### src/rtl/nwps_pkg.sv
// nwps_pkg: sizes, register index codes and shared types of the nibble wildcard scanner
// no dependencies; used by the interfaces, the window cell and the top level
`default_nettype none

package nwps_pkg;

	localparam int MAX_PATTERN_BYTES = 16;
	localparam int DISP_BYTES        = 4;
	localparam int WINDOW_DEPTH      = MAX_PATTERN_BYTES + DISP_BYTES;
	localparam int POSITION_BITS     = 32;
	localparam int ADDR_BITS         = 64;
	localparam int LEN_BITS          = 5;
	localparam int NEED_BITS         = $clog2(WINDOW_DEPTH + 1);
	localparam int PAT_IDX_BITS      = $clog2(MAX_PATTERN_BYTES);
	localparam int DISP_SUM_BITS     = 8 * DISP_BYTES + 2;
	localparam int CFG_INDEX_BITS    = 8;
	localparam int CFG_DATA_BITS     = 64;
	localparam int CARE_BITS         = 2 * MAX_PATTERN_BYTES;

	localparam logic [CFG_INDEX_BITS-1:0] REG_PATTERN_LOW    = 8'd0;
	localparam logic [CFG_INDEX_BITS-1:0] REG_PATTERN_HIGH   = 8'd1;
	localparam logic [CFG_INDEX_BITS-1:0] REG_CARE_MASK      = 8'd2;
	localparam logic [CFG_INDEX_BITS-1:0] REG_PATTERN_LENGTH = 8'd3;
	localparam logic [CFG_INDEX_BITS-1:0] REG_IMAGE_BASE     = 8'd4;
	localparam logic [CFG_INDEX_BITS-1:0] REG_TARGET_ADDRESS = 8'd5;
	localparam logic [CFG_INDEX_BITS-1:0] REG_RELATIVE_MODE  = 8'd6;
	localparam logic [CFG_INDEX_BITS-1:0] REG_FIRST_ONLY     = 8'd7;

	typedef logic [7:0] byte_t;

	typedef struct packed {
		byte_t pattern;
		byte_t care;
		logic  in_use;
	} cell_ref_t;

endpackage

`default_nettype wire

### src/rtl/nwps_if.sv
// nwps_if: valid/ready channel interfaces of the scanner (bytes in, results out, register writes)
// depends on nwps_pkg
`default_nettype none

interface nwps_byte_if;
	import nwps_pkg::*;
	logic  valid;
	logic  ready;
	byte_t image_byte;
	logic  last_byte;
	modport source (output valid, output image_byte, output last_byte, input ready);
	modport sink (input valid, input image_byte, input last_byte, output ready);
endinterface

interface nwps_result_if;
	import nwps_pkg::*;
	logic                 valid;
	logic                 ready;
	logic [ADDR_BITS-1:0] match_address;
	logic                 matched;
	logic                 scan_done;
	modport source (output valid, output match_address, output matched, output scan_done,
		input ready);
	modport sink (input valid, input match_address, input matched, input scan_done,
		output ready);
endinterface

interface nwps_cfg_if;
	import nwps_pkg::*;
	logic                      valid;
	logic                      ready;
	logic [CFG_INDEX_BITS-1:0] index;
	logic [CFG_DATA_BITS-1:0]  data;
	modport source (output valid, output index, output data, input ready);
	modport sink (input valid, input index, input data, output ready);
endinterface

`default_nettype wire

### src/rtl/nibble_wildcard_pattern_scanner.sv
// nibble_wildcard_pattern_scanner: top level, register file, window cell row and result pipeline
// depends on nwps_pkg, nwps_if (channel interfaces) and nwps_cell
//
//   channel | dir | payload                               | transaction when
//   scan    | in  | image_byte, last_byte                 | scan.valid & scan.ready
//   result  | out | match_address, matched, scan_done     | result.valid & result.ready
//   cfg     | in  | index, data                           | cfg.valid & cfg.ready
//
// one byte per cycle while the result side does not block the output; each result passes through the stages below
// stages: window cell row and pattern compare, relative target add, output register
// each stage holds only while the stage after it is blocked, so bubbles are squeezed out
// cfg is always ready; reset clears control state and sets pattern_length to one
`default_nettype none

module nibble_wildcard_pattern_scanner (
	input  logic                 clk,
	input  logic                 arst_n,
	nwps_byte_if.sink            scan,
	nwps_result_if.source        result,
	nwps_cfg_if.sink             cfg
);
	import nwps_pkg::*;

	logic [63:0]                     pat_low_q;
	logic [63:0]                     pat_high_q;
	logic [CARE_BITS-1:0]            care_q;
	logic [LEN_BITS-1:0]             len_q;
	logic [ADDR_BITS-1:0]            base_q;
	logic [ADDR_BITS-1:0]            target_q;
	logic                            rel_q;
	logic                            first_q;

	logic [8*MAX_PATTERN_BYTES-1:0]  pat_all;
	logic [LEN_BITS-1:0]             len_eff;
	logic [NEED_BITS-1:0]            need;
	logic [NEED_BITS-1:0]            need_m1;
	logic [NEED_BITS-1:0]            first_cell;

	logic                            out_free;
	logic                            en_s2;
	logic                            en_s1;
	logic                            accept;

	logic [POSITION_BITS-1:0]        pos_q;
	logic                            v_s1;
	logic                            last_s1;
	logic [POSITION_BITS-1:0]        pos_s1;

	byte_t                           win [WINDOW_DEPTH];
	logic [WINDOW_DEPTH-1:0]         agree;
	logic                            pat_ok;
	logic                            pos_ok;
	logic [POSITION_BITS-1:0]        offset;
	logic [8*DISP_BYTES-1:0]         disp;
	logic [DISP_SUM_BITS-1:0]        dsum;

	logic                            v_s2;
	logic                            last_s2;
	logic                            cand_s2;
	logic [ADDR_BITS-1:0]            addr_s2;
	logic [DISP_SUM_BITS-1:0]        dsum_s2;
	logic                            rel_ok;
	logic                            hit;
	logic                            res;

	logic                            found_q;
	logic                            out_valid_q;
	logic [ADDR_BITS-1:0]            out_addr_q;
	logic                            out_matched_q;
	logic                            out_done_q;

	// register file
	assign cfg.ready = 1'b1;

	always_ff @(posedge clk or negedge arst_n) begin
		if (!arst_n) begin
			pat_low_q  <= '0;
			pat_high_q <= '0;
			care_q     <= '0;
			len_q      <= LEN_BITS'(1);
			base_q     <= '0;
			target_q   <= '0;
			rel_q      <= 1'b0;
			first_q    <= 1'b0;
		end else if (cfg.valid && cfg.ready) begin
			unique case (cfg.index)
				REG_PATTERN_LOW:    pat_low_q  <= cfg.data;
				REG_PATTERN_HIGH:   pat_high_q <= cfg.data;
				REG_CARE_MASK:      care_q     <= cfg.data[CARE_BITS-1:0];
				REG_PATTERN_LENGTH: len_q      <= cfg.data[LEN_BITS-1:0];
				REG_IMAGE_BASE:     base_q     <= cfg.data;
				REG_TARGET_ADDRESS: target_q   <= cfg.data;
				REG_RELATIVE_MODE:  rel_q      <= cfg.data[0];
				REG_FIRST_ONLY:     first_q    <= cfg.data[0];
				default: ;
			endcase
		end
	end

	assign pat_all = {pat_high_q, pat_low_q};

	always_comb begin
		if (len_q == '0) begin
			len_eff = LEN_BITS'(1);
		end else if (len_q > LEN_BITS'(MAX_PATTERN_BYTES)) begin
			len_eff = LEN_BITS'(MAX_PATTERN_BYTES);
		end else begin
			len_eff = len_q;
		end
	end

	assign first_cell = rel_q ? NEED_BITS'(DISP_BYTES) : '0;
	assign need       = NEED_BITS'(len_eff) + first_cell;
	assign need_m1    = need - NEED_BITS'(1);

	// stage control
	assign out_free   = !out_valid_q || result.ready;
	assign en_s2      = !v_s2 || out_free;
	assign en_s1      = !v_s1 || en_s2;
	assign scan.ready = en_s1;
	assign accept     = scan.valid && en_s1;

	always_ff @(posedge clk or negedge arst_n) begin
		if (!arst_n) begin
			pos_q <= '0;
			v_s1  <= 1'b0;
		end else begin
			if (en_s1) begin
				v_s1 <= scan.valid;
			end
			if (accept) begin
				pos_q <= scan.last_byte ? '0 : pos_q + POSITION_BITS'(1);
			end
		end
	end

	always_ff @(posedge clk) begin
		if (accept) begin
			last_s1 <= scan.last_byte;
			pos_s1  <= pos_q;
		end
	end

	// window cell row, newest byte in cell 0
	for (genvar k = 0; k < WINDOW_DEPTH; k++) begin : g_cell
		logic [NEED_BITS-1:0] pidx;
		logic [1:0]           cbits;
		cell_ref_t            cref;
		byte_t                feed;

		assign pidx  = need_m1 - NEED_BITS'(k);
		assign cbits = care_q[2*pidx[PAT_IDX_BITS-1:0] +: 2];
		assign cref.pattern = pat_all[8*pidx[PAT_IDX_BITS-1:0] +: 8];
		assign cref.care    = {{4{cbits[1]}}, {4{cbits[0]}}};
		assign cref.in_use  = (NEED_BITS'(k) <= need_m1) && (NEED_BITS'(k) >= first_cell);

		if (k == 0) begin : g_head
			assign feed = scan.image_byte;
		end else begin : g_link
			assign feed = win[k-1];
		end

		nwps_cell u_cell (
			.clk      (clk),
			.shift_en (accept),
			.byte_in  (feed),
			.cref     (cref),
			.byte_q   (win[k]),
			.agree    (agree[k])
		);
	end

	assign pat_ok = &agree;
	assign pos_ok = pos_s1 >= POSITION_BITS'(need_m1);
	assign offset = pos_s1 - POSITION_BITS'(need_m1);

	// little-endian displacement, oldest of the four newest bytes is the low byte
	for (genvar d = 0; d < DISP_BYTES; d++) begin : g_disp
		assign disp[8*d +: 8] = win[DISP_BYTES-1-d];
	end

	assign dsum = {{2{disp[8*DISP_BYTES-1]}}, disp} + DISP_SUM_BITS'(len_eff)
		+ DISP_SUM_BITS'(DISP_BYTES);

	always_ff @(posedge clk or negedge arst_n) begin
		if (!arst_n) begin
			v_s2 <= 1'b0;
		end else if (en_s2) begin
			v_s2 <= v_s1;
		end
	end

	always_ff @(posedge clk) begin
		if (en_s2 && v_s1) begin
			last_s2 <= last_s1;
			cand_s2 <= pat_ok && pos_ok;
			addr_s2 <= base_q + ADDR_BITS'(offset);
			dsum_s2 <= dsum;
		end
	end

	// relative target check and first-only filter
	assign rel_ok = (addr_s2 + {{(ADDR_BITS-DISP_SUM_BITS){dsum_s2[DISP_SUM_BITS-1]}}, dsum_s2})
		== target_q;
	assign hit = cand_s2 && (!rel_q || rel_ok) && !(first_q && found_q);
	assign res = v_s2 && (hit || last_s2);

	always_ff @(posedge clk or negedge arst_n) begin
		if (!arst_n) begin
			found_q     <= 1'b0;
			out_valid_q <= 1'b0;
		end else if (out_free) begin
			out_valid_q <= res;
			if (v_s2) begin
				if (last_s2) begin
					found_q <= 1'b0;
				end else if (hit) begin
					found_q <= 1'b1;
				end
			end
		end
	end

	always_ff @(posedge clk) begin
		if (out_free && res) begin
			out_addr_q    <= hit ? addr_s2 : '0;
			out_matched_q <= hit;
			out_done_q    <= last_s2;
		end
	end

	assign result.valid         = out_valid_q;
	assign result.match_address = out_addr_q;
	assign result.matched       = out_matched_q;
	assign result.scan_done     = out_done_q;

	// checks
	a_result_has_cause: assert property (@(posedge clk) disable iff (!arst_n)
		result.valid |-> (result.matched || result.scan_done))
		else $error("result with neither match nor end of scan");

	a_no_address_without_match: assert property (@(posedge clk) disable iff (!arst_n)
		(result.valid && !result.matched) |-> (result.match_address == '0))
		else $error("match address set on a result without match");

	a_position_restarts: assert property (@(posedge clk) disable iff (!arst_n)
		(accept && scan.last_byte) |=> (pos_q == '0))
		else $error("byte position not cleared after last byte");

	a_stall_only_when_full: assert property (@(posedge clk) disable iff (!arst_n)
		!scan.ready |-> (v_s1 && v_s2 && out_valid_q))
		else $error("input stalled with a free stage");

endmodule

`default_nettype wire

### src/rtl/nwps_cell.sv
// nwps_cell: one byte of the sliding window, passed on to the next cell on each shift
// compares its byte with the pattern byte aligned to it; depends on nwps_pkg
`default_nettype none

module nwps_cell (
	input  logic               clk,
	input  logic               shift_en,
	input  nwps_pkg::byte_t    byte_in,
	input  nwps_pkg::cell_ref_t cref,
	output nwps_pkg::byte_t    byte_q,
	output logic               agree
);
	import nwps_pkg::*;

	always_ff @(posedge clk) begin
		if (shift_en) begin
			byte_q <= byte_in;
		end
	end

	// unused cells and wildcard nibbles always agree
	assign agree = !cref.in_use || (((byte_q ^ cref.pattern) & cref.care) == '0);

endmodule

`default_nettype wire

### src/flat_wrapper.sv
// flat-port wrapper written by rule: the top's interface ports become plain ports
module nibble_wildcard_pattern_scanner_flat import nwps_pkg::*;
  (clk, arst_n, scan_valid, scan_image_byte, scan_last_byte, scan_ready, result_valid, result_match_address, result_matched, result_scan_done, result_ready, cfg_valid, cfg_index, cfg_data, cfg_ready);
  nwps_byte_if scan_i ();
  nwps_result_if result_i ();
  nwps_cfg_if cfg_i ();
  input  logic clk;
  input  logic arst_n;
  input wire logic [$bits(scan_i.valid)-1:0] scan_valid;
  input wire logic [$bits(scan_i.image_byte)-1:0] scan_image_byte;
  input wire logic [$bits(scan_i.last_byte)-1:0] scan_last_byte;
  output wire logic [$bits(scan_i.ready)-1:0] scan_ready;
  output wire logic [$bits(result_i.valid)-1:0] result_valid;
  output wire logic [$bits(result_i.match_address)-1:0] result_match_address;
  output wire logic [$bits(result_i.matched)-1:0] result_matched;
  output wire logic [$bits(result_i.scan_done)-1:0] result_scan_done;
  input wire logic [$bits(result_i.ready)-1:0] result_ready;
  input wire logic [$bits(cfg_i.valid)-1:0] cfg_valid;
  input wire logic [$bits(cfg_i.index)-1:0] cfg_index;
  input wire logic [$bits(cfg_i.data)-1:0] cfg_data;
  output wire logic [$bits(cfg_i.ready)-1:0] cfg_ready;
  assign scan_i.valid = scan_valid;
  assign scan_i.image_byte = scan_image_byte;
  assign scan_i.last_byte = scan_last_byte;
  assign scan_ready = scan_i.ready;
  assign result_valid = result_i.valid;
  assign result_match_address = result_i.match_address;
  assign result_matched = result_i.matched;
  assign result_scan_done = result_i.scan_done;
  assign result_i.ready = result_ready;
  assign cfg_i.valid = cfg_valid;
  assign cfg_i.index = cfg_index;
  assign cfg_i.data = cfg_data;
  assign cfg_ready = cfg_i.ready;
  nibble_wildcard_pattern_scanner u_core (.clk(clk), .arst_n(arst_n), .scan(scan_i), .result(result_i), .cfg(cfg_i));
endmodule
### config.mk
export PLATFORM = sky130hd
export DESIGN_NAME = nibble_wildcard_pattern_scanner_flat
export DESIGN_NICKNAME = d
export VERILOG_FILES = /design/src/rtl/nwps_pkg.sv /design/src/rtl/nwps_if.sv /design/src/rtl/nibble_wildcard_pattern_scanner.sv /design/src/rtl/nwps_cell.sv /design/src/flat_wrapper.sv
export SDC_FILE = /design/constraint.sdc
export NUM_CORES = 1
export LEC_CHECK = 0
export ABC_AREA = 1
export BUFFER_PORTS_ARGS = -buffer_cell sky130_fd_sc_hd__clkbuf_2
export CORE_ASPECT_RATIO = 1.25
export CORE_MARGIN = 1.5
export CORE_UTILIZATION = 50
export DETAILED_ROUTE_END_ITERATION = 8
export HOLD_SLACK_MARGIN = 0.06
export PLACE_DENSITY = 0.76
export REMOVE_ABC_BUFFERS = 1
export SYNTH_ARGS = -nofsm -noshare
export SYNTH_HDL_FRONTEND = slang
export SYNTH_SLANG_ARGS = --single-unit
### constraint.sdc
create_clock -name clk -period 8 [get_ports clk]
set_input_delay 0.4 -clock clk [delete_from_list [all_inputs] [get_ports clk]]
set_output_delay 0.4 -clock clk [all_outputs]
set_load 0.02 [all_outputs]
==> impl_summary.txt <==
----------------------------------------------------
[Run status]
  Run status ... finished, final reports clean

[STA]
  Number of max-slew violations in the final report ... 0
  Relative slew slack ... 20.6%
  Clock skew ... approximately 37 ps
  Total of endpoints with negative setup slack in the final report ... 0
  Final-report hold violation count ... 0
  Slew at the pin closest to its max-slew limit ... between 1000 and 1500 ps
  Least setup slack across all paths after layout ... between 1000 and 1500 ps
  Highest achievable clock rate ... roughly 150 MHz
  Time the worst path needs with I/O delays and setup ... about 6800 ps
  RSZ-0062 raised after global routing ... false
  Final worst-path cycle share ... 84.9%

[Placed design]
  Placed cell count ... ~7900
  Port buffer count ... 153
  Placed Area ... just under 50000 sq um
  Final estimated routing congestion in global placement ... 1.07
  Placement-stage worst setup slack ... 1250 ps
  Estimated wirelength of the detail-placed design ... roughly 160000 um

[Clock network]
  Number of H-tree branching levels ... 3
  Maximum clock insertion buffer count ... 3
  PostCTS Resize Cnt ... 0
  Clock transition at the register clock pins on the worst setup and hold paths after CTS ... 60 ps
  Clock tree from TritonCTS ... done
  CTS Root Cell ... clkbuf_16
  Insertion delay to the later sink of the worst-skew pair ... 680 ps
  Number of buffers added for setup after CTS ... 0
  TritonCTS sink count ... 690
  Cts bufs inserted ... 75

[Floorplan]
  Die height ... ~350 um
  Overall die area ... between 90000 and 100000 sq um
  Core Footprint ... between 90000 and 100000 sq um
  Initial standard-cell utilization of the core ... about 50%
  Die Wd ... 279 um
  I/O pin total ... 155
  Floorplan row count ... 126

[Pwr]
  Internal power component ... approximately 0.0083 W
  Net Sw Frac ... roughly half
  Combinational power share ... roughly 48%
  Portion of total power attributed to sequential cells ... between 20 and 30%
  Switching power ... between 0.007 and 0.008 W
  Final Total Pwr ... 0.0161 W
  Power Dens Cells ... 311 nW/um^2
  P_leak ... 25.2 nW
  Proportion of power drawn by the clock network ... between 20% and 30%
  Worst-case vdd ir drop ... roughly 0.00022 V

[Global routing]
  Antenna violations before repair ... 17
  Total routing usage reported by global routing ... 41.6%
  Vias in the first global route ... 43000
  Maximum number of pins on one net before global-route repair ... between 100 and 150
  Total grt overflow ... 0
  First-pass GRT wire length ... 290000 um

[Yosys]
  Sequential share of the synthesized area ... about two fifths
  Average instance area after synthesis ... slightly above 7 sq um
  Netlist cell types ... 65
  Total of flip-flops plus latches after synthesis ... 690
  FFs w/ async S/R, synth ... roughly 48%
  Count of mapped cells out of synthesis ... ~6700
  Most common flop cell mapped by yosys ... edfxtp_1
  Post-synth EDFFs ... 359
  Synth warn ... 0
  Synthesized cell area ... about 48000 sq um

[Layout]
  Multi-input combinational cell area ... 24400 sq um
  Number of nets in the finished design ... between 7000 and 8000
  Non-filler cells in the finished layout ... ~8100
  Final non-filler cell area ... 51800 sq um
  Most frequent cells in the layout ... nand2_1, inv_1, nand3_1, o21ai_0, nor2_1
  Fillers ... just over 9000
  FF+latch area ... around 19000 sq um
  Most common cell after layout, fill and taps aside ... nand2_1
  Relative area change from synthesis to final layout ... 9.01%
  Share of final-layout standard cells stronger than drive strength 1 ... between 5 and 6%

[Run]
  Total of max-cap violations ... 0

[Routing]
  Routed vias ... around 47000
  DRC violations left ... 0
  Initial DRC Count ... 5449
  Routed vias/inst ... 5.77
  Detailed-route wire length per cell ... roughly 25 um
  Number of iterations in the first detailed-routing pass ... 6
  Total Wirelength ... 204000 um
  Remaining antenna violation count after routing ... 0

[Worst setup path]
  CP Launch Type ... flop
  Master of the slowest instance on the critical path ... ha_1
  Critical path's largest stage delay ... 760 ps
  Maximum fanout along the worst path ... 19
  Arrival time worst endpoint ... roughly 7200 ps
  Worst Path Class, Setup ... flop to flop
  Endpoint class of the critical path ... flop
  Required time at the worst-slack endpoint ... approximately 8400 ps

[Min path]
  Class of the tightest hold or removal check ... input pin to flop

----------------------------------------------------
[sequential cells by signal, indices dropped and copies added, names as in the netlist, 5 cells and up]
| register | flops |
|---|---|
| u_core.len_q | 5 |
| u_core.dsum_s2 | 34 |
| u_core.target_q | 64 |
| u_core.result.match_address | 64 |
| u_core.pat_low_q | 64 |
| u_core.addr_s2 | 64 |
| u_core.g_cell.u_cell.byte_q | 160 |
| u_core.pat_high_q | 64 |
| u_core.pos_s1 | 32 |
| u_core.pos_q | 32 |
| u_core.care_q | 32 |
| u_core.base_q | 64 |
[kinds of logic (layout without fill, tap and decap cells)]
kind of cell             Yosys count  after routing  synth area share [%]
AND/OR/NAND/NOR                 3766           3766                  33.5
buffers and inverters           1044           1166                  8.73
AO/OA/AOI/OAI                    881            881                  9.90
flip-flops                       690            690                  40.1
XOR/XNOR                         244            244                  4.53
adder cells (fa/ha/maj)          121            121                  3.26
other                              1              8               0.00789
multiplexers                       1              1                0.0211
[path summary, 6_finish.rpt]
check	to	slack, ps	startpoint	cells after the start
min in group asynchronous	u_core.base_q[48]	320	arst_n	2
hold / removal	u_core.v_s1	160	scan_valid	3
setup reg to reg	u_core.addr_s2[56]	1210	u_core.len_q[4]	32
setup / recovery	u_core.addr_s2[56]	1210	u_core.len_q[4]	32
max in group asynchronous	u_core.target_q[21]	6090	arst_n	3
hold reg to reg	u_core.last_s2	430	u_core.last_s1	0
[critical path, delay by kind of cell, from the launching register on]
family	cells	cell delay, ps
buf+inv	6	740
simple gates	18	2650
flops	1	430
xor+xnor	3	580
compound gates	1	370
fa+ha+maj	4	1770
[power groups by stage]
stage	clock, W	combinational, W	sequential, W
3_3_place_gp	0	0.00749	0.00480
3_5_place_dp	0	0.00753	0.00479
6_report	0.00362	0.00772	0.00476
5_1_grt	0.00376	0.00837	0.00475
4_1_cts	0.00364	0.00757	0.00473
2_1_floorplan	0	0.00480	0.00463
[synthesized netlist by cell type, drive strengths merged (3+ instances only)]
library cell  count  area, sq um
nand2          2348         8840
inv             812         3050
nand3           709         3550
o21ai           643         3240
nor2            438         1700
edfxtp          359        10800
dfrtp           330         8260
xor2            167         1470
a21oi           129          657
clkbuf          129          484
ha              116         1450
nand3b          114          856
buf             100          607
xnor2            77          682
nor3             60          315
nand4            50          325
o211ai           48          365
nor4             22          144
a31oi            17          106
o21a             14          105
or2               9         56.3
o21bai            8         60.1
fa                5          100
o31ai             5         37.5
or4               5         37.5
a211oi            4         30.0
and3              3         18.8
clkinv            3         11.3
o221ai            3         26.3
or3               3         18.8
[metal layers]
layer  vias to the layer above  GRT usage, %  part of all wire [%]
met3                       611          5.68                   7.6
li1                      22100             -                     -
met1                     21700          48.3                    36
met2                      2263          67.8                    45
met4                         0          36.1                    11
met5                         -             0                     0
[cell type report]
cell class | instances | area share [%]
antenna | 7 | 0.0338
sequential | 690 | 36.8
multi-input combinational | 5014 | 47.1
clock inverter | 39 | 0.838
timing repair buffer | 211 | 2.41
clock buffer | 101 | 3.99
inverter | 815 | 5.92
tap | 1216 | 2.94
[per-stage QoR]
| stage | utilization (%) | TNS (ps) | hold WS [ps] |
|---|---|---|---|
| final | 55.0 | 0 | 163 |
| after detailed placement | 52.2 | 0 | 408 |
| after CTS | 55.0 | 0 | 150 |
| after floorplan | - | -91800 | 104 |
| after global placement | 52.2 | 0 | 403 |
| after global routing | 55.0 | 0 | 193 |
[repair_timing]
| item | 4_1_cts | 5_1_grt |
|---|---|---|
| hold buffers | 11 | 0 |
| setup endpoints to repair | 0 | 0 |
| hold endpoints to repair | 100 | 0 |
Note: power is estimated with default switching activity, not from simulation.
